[src/utxcts_pkg.sv]
// Shared types and constants for the UART transmit FIFO with CTS pacing.
// No dependencies; used by utxcts_fifo and uart_tx_fifo_cts_flow_control.

package utxcts_pkg;

    // Default queue depth; the queue holds at most depth minus one bytes
    localparam int FIFO_DEPTH_DEF = 128;

    localparam int BYTE_W = 8;
    localparam int FILL_W = 7;

    // Codes of the action field
    typedef enum logic [1:0] {
        ACT_WRITE = 2'd0,
        ACT_READY = 2'd1,
        ACT_CTS   = 2'd2
    } action_t;

    // Up to two pushes in one cycle; slot 1 is used only together with slot 0
    typedef struct packed {
        logic              en0;
        logic [BYTE_W-1:0] data0;
        logic              en1;
        logic [BYTE_W-1:0] data1;
    } push_t;

endpackage

[src/utxcts_fifo.sv]
// Byte queue with two pushes and one pop per cycle, stored in two interleaved banks.
// The oldest byte is prefetched into registers every cycle. Depends on utxcts_pkg.

module utxcts_fifo #(
    parameter int DEPTH = utxcts_pkg::FIFO_DEPTH_DEF
) (
    input  logic                           clk,
    input  logic                           rst_n,
    input  utxcts_pkg::push_t              push,
    input  logic                           pop,
    output logic [$clog2(DEPTH)-1:0]       count,
    output logic [utxcts_pkg::BYTE_W-1:0]  head
);

    localparam int AW         = $clog2(DEPTH);
    localparam int BANK_DEPTH = (DEPTH + 1) / 2;
    localparam int BW         = $clog2(BANK_DEPTH);
    localparam int DW         = utxcts_pkg::BYTE_W;

    // Logical pointers, modulo DEPTH, for the fill count
    logic [AW-1:0] wp_reg, wp_next, wp_one;
    logic [AW-1:0] rp_reg, rp_next;
    logic [AW:0]   diff;

    // Bank selects and per-bank addresses, modulo BANK_DEPTH
    logic          wr_sel_reg, wr_sel_next;
    logic          rd_sel_reg, rd_sel_next;
    logic [BW-1:0] wa_reg [2];
    logic [BW-1:0] wa_next [2];
    logic [BW-1:0] ra_reg [2];
    logic [BW-1:0] ra_next [2];

    logic          we [2];
    logic [DW-1:0] wdata [2];
    logic [DW-1:0] head_w [2];

    function automatic logic [AW-1:0] ptr_inc(input logic [AW-1:0] p);
        ptr_inc = (p == AW'(DEPTH - 1)) ? '0 : p + AW'(1);
    endfunction

    function automatic logic [BW-1:0] addr_inc(input logic [BW-1:0] a);
        addr_inc = (a == BW'(BANK_DEPTH - 1)) ? '0 : a + BW'(1);
    endfunction

    // Route slot 0 to the current write bank and slot 1 to the other one
    always_comb
    begin
        we[0]    = (push.en0 && !wr_sel_reg) || (push.en1 && wr_sel_reg);
        we[1]    = (push.en0 && wr_sel_reg) || (push.en1 && !wr_sel_reg);
        wdata[0] = (push.en0 && !wr_sel_reg) ? push.data0 : push.data1;
        wdata[1] = (push.en0 && wr_sel_reg) ? push.data0 : push.data1;
    end

    // Advance pointers and bank addresses
    always_comb
    begin
        wp_one      = push.en0 ? ptr_inc(wp_reg) : wp_reg;
        wp_next     = push.en1 ? ptr_inc(wp_one) : wp_one;
        rp_next     = pop ? ptr_inc(rp_reg) : rp_reg;
        wr_sel_next = wr_sel_reg ^ push.en0 ^ push.en1;
        rd_sel_next = rd_sel_reg ^ pop;
        for (int b = 0; b < 2; b++)
        begin
            wa_next[b] = we[b] ? addr_inc(wa_reg[b]) : wa_reg[b];
            ra_next[b] = (pop && (rd_sel_reg == 1'(b))) ? addr_inc(ra_reg[b]) : ra_reg[b];
        end
    end

    always_ff @(posedge clk or negedge rst_n)
    begin
        if (!rst_n)
        begin
            wp_reg     <= '0;
            rp_reg     <= '0;
            wr_sel_reg <= 1'b0;
            rd_sel_reg <= 1'b0;
            for (int b = 0; b < 2; b++)
            begin
                wa_reg[b] <= '0;
                ra_reg[b] <= '0;
            end
        end
        else
        begin
            wp_reg     <= wp_next;
            rp_reg     <= rp_next;
            wr_sel_reg <= wr_sel_next;
            rd_sel_reg <= rd_sel_next;
            for (int b = 0; b < 2; b++)
            begin
                wa_reg[b] <= wa_next[b];
                ra_reg[b] <= ra_next[b];
            end
        end
    end

    // Storage banks; read the next head address every cycle, bypass a same-cycle write
    for (genvar b = 0; b < 2; b++)
    begin : g_bank
        logic [DW-1:0] mem [BANK_DEPTH];
        logic [DW-1:0] rd_data_reg;
        logic [DW-1:0] byp_data_reg;
        logic          byp_vld_reg;

        always_ff @(posedge clk)
        begin
            if (we[b])
            begin
                mem[wa_reg[b]] <= wdata[b];
            end
            rd_data_reg  <= mem[ra_next[b]];
            byp_data_reg <= wdata[b];
        end

        always_ff @(posedge clk or negedge rst_n)
        begin
            if (!rst_n)
            begin
                byp_vld_reg <= 1'b0;
            end
            else
            begin
                byp_vld_reg <= we[b] && (wa_reg[b] == ra_next[b]);
            end
        end

        assign head_w[b] = byp_vld_reg ? byp_data_reg : rd_data_reg;
    end

    assign head = rd_sel_reg ? head_w[1] : head_w[0];

    // Fill count, modulo DEPTH
    always_comb
    begin
        diff = {1'b0, wp_reg} - {1'b0, rp_reg};
        if (diff[AW])
        begin
            count = AW'(diff + (AW + 1)'(DEPTH));
        end
        else
        begin
            count = diff[AW-1:0];
        end
    end

endmodule

[src/uart_tx_fifo_cts_flow_control.sv]
// Pipeline: the accepting edge loads the input register, and the edge on which the word advances
// loads its result into the result register, which drives the outputs; one word is accepted
// per cycle while the output is not stalled, as all per-word work is a single pass of flag logic
// and the queue's head byte is prefetched from its banks.
// Reset: queue empty, transmitter not idle, CTS on, flow control off; no clearing pass,
// the byte storage keeps no reset and every entry is written before it is read.

module uart_tx_fifo_cts_flow_control #(
    parameter int FIFO_DEPTH = utxcts_pkg::FIFO_DEPTH_DEF
) (
    input  logic                           clk,
    input  logic                           rst_n,
    // Configuration write
    input  logic                           cfg_valid,
    output logic                           cfg_ready,
    input  logic                           cfg_data,
    // Input channel
    input  logic                           in_valid,
    output logic                           in_stall,
    input  logic [1:0]                     action,
    input  logic [utxcts_pkg::BYTE_W-1:0]  first_byte,
    input  logic [utxcts_pkg::BYTE_W-1:0]  second_byte,
    input  logic                           has_second,
    input  logic                           cts_line,
    // Output channel
    output logic                           out_valid,
    input  logic                           out_stall,
    output logic                           tx_valid,
    output logic [utxcts_pkg::BYTE_W-1:0]  tx_byte,
    output logic                           dropped,
    output logic [utxcts_pkg::FILL_W-1:0]  fill_level
);

    localparam int CW = $clog2(FIFO_DEPTH);
    localparam int DW = utxcts_pkg::BYTE_W;

    // Input register
    logic          in_vld_reg;
    logic [1:0]    act_reg;
    logic [DW-1:0] first_reg;
    logic [DW-1:0] second_reg;
    logic          has2_reg;
    logic          line_reg;

    // Control state
    logic flow_reg;
    logic idle_reg, idle_next;
    logic cts_reg, cts_next;

    // Result register
    logic          out_vld_reg;
    logic          tx_vld_reg, tx_vld_next;
    logic [DW-1:0] tx_byte_reg, tx_byte_next;
    logic          drop_reg, drop_next;
    logic [utxcts_pkg::FILL_W-1:0] fill_reg, fill_next;

    logic              advance;
    logic              cts_ok;
    logic              full0;
    logic              full1;
    logic              send_first;
    logic              acc1;
    logic              acc2;
    logic              pop_req;
    utxcts_pkg::push_t push_req;
    utxcts_pkg::push_t push;
    logic              pop;
    logic [CW-1:0]     count;
    logic [DW-1:0]     head;
    logic [CW:0]       count_after;
    utxcts_pkg::action_t act;

    assign advance   = in_vld_reg && (!out_vld_reg || !out_stall);
    assign in_stall  = in_vld_reg && !advance;
    assign cfg_ready = 1'b1;

    // Hold the incoming word
    always_ff @(posedge clk)
    begin
        if (in_valid && !in_stall)
        begin
            act_reg    <= action;
            first_reg  <= first_byte;
            second_reg <= second_byte;
            has2_reg   <= has_second;
            line_reg   <= cts_line;
        end
    end

    always_ff @(posedge clk or negedge rst_n)
    begin
        if (!rst_n)
        begin
            in_vld_reg <= 1'b0;
        end
        else if (!in_stall)
        begin
            in_vld_reg <= in_valid;
        end
    end

    utxcts_fifo #(
        .DEPTH (FIFO_DEPTH)
    ) u_fifo (
        .clk   (clk),
        .rst_n (rst_n),
        .push  (push),
        .pop   (pop),
        .count (count),
        .head  (head)
    );

    // Decide send, queue and drop for the held word
    always_comb
    begin
        act          = utxcts_pkg::action_t'(act_reg);
        cts_ok       = !flow_reg || cts_reg;
        full0        = count >= CW'(FIFO_DEPTH - 1);
        full1        = count >= CW'(FIFO_DEPTH - 2);
        send_first   = 1'b0;
        acc1         = 1'b0;
        acc2         = 1'b0;
        pop_req      = 1'b0;
        idle_next    = idle_reg;
        cts_next     = cts_reg;
        tx_vld_next  = 1'b0;
        tx_byte_next = '0;
        drop_next    = 1'b0;

        unique case (act)
            utxcts_pkg::ACT_WRITE:
            begin
                send_first = idle_reg && cts_ok;
                if (send_first)
                begin
                    idle_next    = 1'b0;
                    tx_vld_next  = 1'b1;
                    tx_byte_next = first_reg;
                    if (flow_reg)
                    begin
                        cts_next = 1'b0;
                    end
                end
                else
                begin
                    acc1 = !full0;
                end
                if (has2_reg)
                begin
                    acc2 = acc1 ? !full1 : !full0;
                end
                drop_next = (!send_first && !acc1) || (has2_reg && !acc2);
            end
            utxcts_pkg::ACT_READY:
            begin
                if (count == '0 || !cts_ok)
                begin
                    idle_next = 1'b1;
                end
                else
                begin
                    pop_req      = 1'b1;
                    tx_vld_next  = 1'b1;
                    tx_byte_next = head;
                    if (flow_reg)
                    begin
                        cts_next = 1'b0;
                    end
                end
            end
            utxcts_pkg::ACT_CTS:
            begin
                if (line_reg)
                begin
                    if (count != '0 && idle_reg)
                    begin
                        pop_req      = 1'b1;
                        tx_vld_next  = 1'b1;
                        tx_byte_next = head;
                        idle_next    = 1'b0;
                    end
                    else
                    begin
                        cts_next = 1'b1;
                    end
                end
            end
            default:
            begin
                idle_next = idle_reg;
            end
        endcase

        // Pack queue writes: the first accepted byte always takes slot 0
        push_req.en0   = acc1 || acc2;
        push_req.data0 = acc1 ? first_reg : second_reg;
        push_req.en1   = acc1 && acc2;
        push_req.data1 = second_reg;

        count_after = {1'b0, count} + (CW + 1)'(push_req.en0) + (CW + 1)'(push_req.en1)
                      - (CW + 1)'(pop_req);
        fill_next   = utxcts_pkg::FILL_W'(count_after);
    end

    // Queue updates only when the word moves on
    always_comb
    begin
        push     = push_req;
        push.en0 = push_req.en0 && advance;
        push.en1 = push_req.en1 && advance;
        pop      = pop_req && advance;
    end

    // Hold control state and the output valid
    always_ff @(posedge clk or negedge rst_n)
    begin
        if (!rst_n)
        begin
            flow_reg    <= 1'b0;
            idle_reg    <= 1'b0;
            cts_reg     <= 1'b1;
            out_vld_reg <= 1'b0;
        end
        else
        begin
            if (cfg_valid && cfg_ready)
            begin
                flow_reg <= cfg_data;
            end
            if (advance)
            begin
                idle_reg    <= idle_next;
                cts_reg     <= cts_next;
                out_vld_reg <= 1'b1;
            end
            else if (!out_stall)
            begin
                out_vld_reg <= 1'b0;
            end
        end
    end

    // Result register
    always_ff @(posedge clk)
    begin
        if (advance)
        begin
            tx_vld_reg  <= tx_vld_next;
            tx_byte_reg <= tx_byte_next;
            drop_reg    <= drop_next;
            fill_reg    <= fill_next;
        end
    end

    assign out_valid  = out_vld_reg;
    assign tx_valid   = tx_vld_reg;
    assign tx_byte    = tx_byte_reg;
    assign dropped    = drop_reg;
    assign fill_level = fill_reg;

    // A pop is never issued against an empty queue
    a_pop_nonempty: assert property (@(posedge clk) disable iff (!rst_n)
        pop |-> count != '0)
        else $error("pop issued on empty queue");

    // Two pushes in a cycle only when the queue has room for both
    a_push_room: assert property (@(posedge clk) disable iff (!rst_n)
        push.en1 |-> count < CW'(FIFO_DEPTH - 2))
        else $error("double push overflows queue");

    // A direct send on the write path leaves the transmitter busy
    a_send_busy: assert property (@(posedge clk) disable iff (!rst_n)
        (advance && act_reg == utxcts_pkg::ACT_WRITE && send_first) |=> !idle_reg)
        else $error("transmitter still idle after direct send");

    // A sent byte reaches the result register on the next edge
    a_send_out: assert property (@(posedge clk) disable iff (!rst_n)
        (advance && tx_vld_next) |=> (out_valid && tx_valid))
        else $error("sent byte missing from result");

endmodule
[config.mk]
export PLATFORM = sky130hd
export DESIGN_NAME = uart_tx_fifo_cts_flow_control
export DESIGN_NICKNAME = d
export VERILOG_FILES = /design/src/utxcts_pkg.sv /design/src/utxcts_fifo.sv /design/src/uart_tx_fifo_cts_flow_control.sv
export SDC_FILE = /design/constraint.sdc
export NUM_CORES = 1
export LEC_CHECK = 0
export BUFFER_PORTS_ARGS = -buffer_cell sky130_fd_sc_hd__clkbuf_2
export CAP_MARGIN = 0
export CORE_MARGIN = 4
export CORE_UTILIZATION = 50
export CTS_CLUSTER_SIZE = 24
export DETAILED_ROUTE_END_ITERATION = 8
export GPL_ROUTABILITY_DRIVEN = 1
export PLACE_DENSITY_LB_ADDON = 0.2
export SLEW_MARGIN = 20
export SYNTH_ARGS = -nofsm -noshare
export SYNTH_HDL_FRONTEND = slang
export SYNTH_HIERARCHICAL = 1
export SYNTH_SLANG_ARGS = --single-unit
[constraint.sdc]
create_clock -name clk -period 8.9 [get_ports clk]
set_clock_uncertainty 0.2 [all_clocks]
set_input_delay 0.89 -clock clk [delete_from_list [all_inputs] [get_ports clk]]
set_output_delay 0.89 -clock clk [all_outputs]
set_load 0.01 [all_outputs]
==> results.md <==
- First-pass iteration count of the detailed router: 7
- Yosys warnings: 6
- Worst-margin pin slew: 1.10 ns
- Cell breakdown of the critical path: inv_1 > ha_1 > fa_1 > nor2b_1 > o21ai_0 > nand2b_1 > xor2_1 > inv_1 > ha_1 > and2_2 > nor2_2 > and3_2 > ha_1 > nand4_1 > o21ai_4 > buf_4 > inv_4 > buf_4 > nand2_1 > a21oi_1 > nor4_1 > o22ai_1 > o22a_1
- Core area: 92,100 sq um
- Worst path top cell family by delay: simple AND/OR/NAND/NOR gates
- Total power: 15.0 mW
- Number of global-route vias before repair: 27,400
- Initial antenna violation count: 2
- Post-route ant nets: 0
- Most frequent cell after synthesis: edfxtp_1
- CP endpoint kind: flop
- Internal power: 10.2 mW
- Switching Power: 4.78 mW
- Power Density: 291 nW/um^2
- Top FF cell, synth: edfxtp_1
- Critical Path Max Stage Delay: 0.66 ns
- Detail-routed via count per cell: 5.90
- Register bit total from synthesis: 1,140
- Global placer's final weighted congestion: 0.841
- Synthesized Nets: 3,366
- Setup TNS Final: 0 ns
- Largest register FFs: 1,024
- Die area: 98,300 sq um
- Top post-synthesis cells by count: edfxtp_1 (1,061), nand2_1 (567), a21oi_1 (241), nor2_1 (183), mux2i_1 (172)
- Mapped Cells: 3,303
- Combinational power share: 0.271
- Clk pwr share: 0.304
- Seq pwr share: 0.425
- CTS Sinks: 1,140
- Worst min path class: in -> async
- Post-DP HPWL: 69.6 mm
- Synth cell types: 88
- Fin crit period: 7.27 ns
- Max-slew violations: 0
- Maxcap violations: 0
- Final period utilization: 0.817
- CP Class: reg -> reg
- All-Layer GR Usage: 0.232
- Synth top area share: 0.683
- GRT overflow: 0
- H-tree depth: 3
- Slew HR: 0.266
- Worst path buffer plus inverter count: 5
- Drt total wl: 114 mm
- Crit path launch type: flop
- First-pass GRT wire length: 172 mm
- Crit path max fanout: 56
- EDFF count, synth: 1,061
- LEAKAGE: 17.6 nW
- Number of port buffers: 44
- TritonCTS clock tree: done
- Sw frac: 0.319
- Via count: 27,400
- Initial core utilization: 0.507
- CP required: 9.28 ns
- Root buffer cell: clkbuf_16
- Number of buffers created by CTS: 112
- Clk pin slew, worst setup/hold paths: 0.06 ns
- Post_cts resized: 0
- Most frequent cell on the critical path: ha_1
- Synth area leaders: edfxtp_1 (68%), nand2_1 (4.6%), mux2i_1 (3.7%)
- Number of remaining DRC errors: 0
- P&R area growth vs syn: 10.4%
- Synthesized area: 46,700 sq um
- Synth area leader: edfxtp_1
- Wirelength per Cell: 24.6 um
- DR iter-0 viols: 3,233
- Final setup vio count: 0
- Layout cells sized above 1: 0.104
- Worst-skew pair later-pin latency: 0.70 ns
- Pin count of the biggest net entering global routing: 128
- Util after Layout: 0.559
- CTS Hold Bufs: 0
- Ys async rst share: 0.0412
- Outcome: completed
- Clk buf depth: 3
- RSZ-0062 raised after global routing: false
- Fmax: 137 MHz
- Final #Nets: 3,378
- WP data arrival: 7.65 ns
- IO Count: 46
- Postcts setup bufs: 0
- Sequential cell area fraction in the yosys report: 0.722
- Max VDD drop: 202 uV
- Row count: 111
- Chip width: 314 um
- Final hold violations: 0
- Die H: 314 um
- Slowest stage cell, crit path: nor4_1
- Synthesized area per cell: 14.1 sq um
-- final cells by class --
type / instances / area, sq um
Clock inverter: 55 / 499
Fill cell: 7230 / 40600
Inverter: 38 / 148
Timing Repair Buffer: 90 / 607
Multi-Input combinational cell: 1933 / 12000
Antenna cell: 2 / 5.00
Sequential cell: 1140 / 33700
Tap cell: 1243 / 1560
Clock buffer: 145 / 3060
-- power groups by stage --
stage	logic (mW)	clock network (mW)	registers [mW]
final	4.06	4.56	6.38
after detailed placement	4.03	0	6.49
after floorplan	3.06	0	6.37
after global routing	4.46	4.89	6.40
after CTS	4.05	4.65	6.38
after global placement	3.96	0	6.49
-- through the flow --
step	instances	area, sq um	hold WS [ns]	worst slack [ns]
2_1_floorplan	3303	46700	0.243	4.05
3_3_place_gp	4444	47900	0.252	1.75
3_5_place_dp	4444	47900	0.261	1.68
4_1_cts	4644	51500	0.107	1.64
5_1_grt	4644	51500	0.123	1.28
6_report	4646	51500	0.129	1.63
-- routing by layer --
metal | global-route usage | wire length, um
met4 | 0.0911 | 4560
met1 | 0.308 | 46200
met2 | 0.380 | 55400
met3 | 0.0451 | 8280
met5 | 0 | 0
-- cells by family (layout without fill, tap and decap cells) --
kind of cell    after synthesis  after routing  synth area share
compound gates              581            581            0.0801
xor+xnor                     52             52            0.0102
fa+ha+maj                    38             38            0.0106
buf+inv                     230            328            0.0238
flops                      1140           1140             0.722
mux                         229            229            0.0551
other cells                   1              3         0.0000803
simple gates               1032           1032            0.0986
-- final timing paths --
path	start	end	slack, ns	cells past startpoint
max	u_fifo/wp_reg[0]$_DFF_PN0_	u_fifo/g_bank[0].rd_data_reg[0]$_DFF_P_	1.63	23
min	rst_n	idle_reg$_DFFE_PN0P_	0.13	2
max reg2reg	u_fifo/wp_reg[0]$_DFF_PN0_	u_fifo/g_bank[0].rd_data_reg[0]$_DFF_P_	1.63	23
min reg2reg	in_vld_reg$_DFFE_PN0N_	out_valid$_DFFE_PN0P_	0.27	1
max in group asynchronous	rst_n	u_fifo/wa_reg[2]$_DFFE_PN0P_	7.80	2
min in group clk	cts_line	line_reg$_DFFE_PP_	0.16	1
-- layout by cell type (no fill, tap or decap), drive strengths merged, types with 6 or more instances in the layout --
cell / netlist / routed
mux4: 17 / 17
ha: 34 / 34
nand2: 569 / 569
nand2b: 16 / 16
a311oi: 29 / 29
o221ai: 7 / 7
and2: 40 / 40
inv: 37 / 40
nor4: 58 / 58
bufinv: 0 / 7
a31oi: 33 / 33
mux2: 39 / 39
dfxtp: 32 / 32
nand3b: 11 / 11
a21oi: 241 / 241
a22oi: 24 / 24
and3: 6 / 6
clkinvlp: 0 / 7
clkbuf: 67 / 189
o22ai: 50 / 50
xor2: 20 / 20
o22a: 16 / 16
nor2b: 49 / 49
a211oi: 83 / 83
edfxtp: 1061 / 1061
or2: 6 / 6
nor2: 184 / 184
nand4: 14 / 14
o211ai: 11 / 11
nor3: 13 / 13
o21ai: 34 / 34
mux2i: 173 / 173
buf: 125 / 46
nand3: 41 / 41
clkinv: 1 / 39
a21o: 8 / 8
xnor2: 32 / 32
dfrtp: 46 / 46
a221oi: 16 / 16
Power figures use the tool's default switching activity.
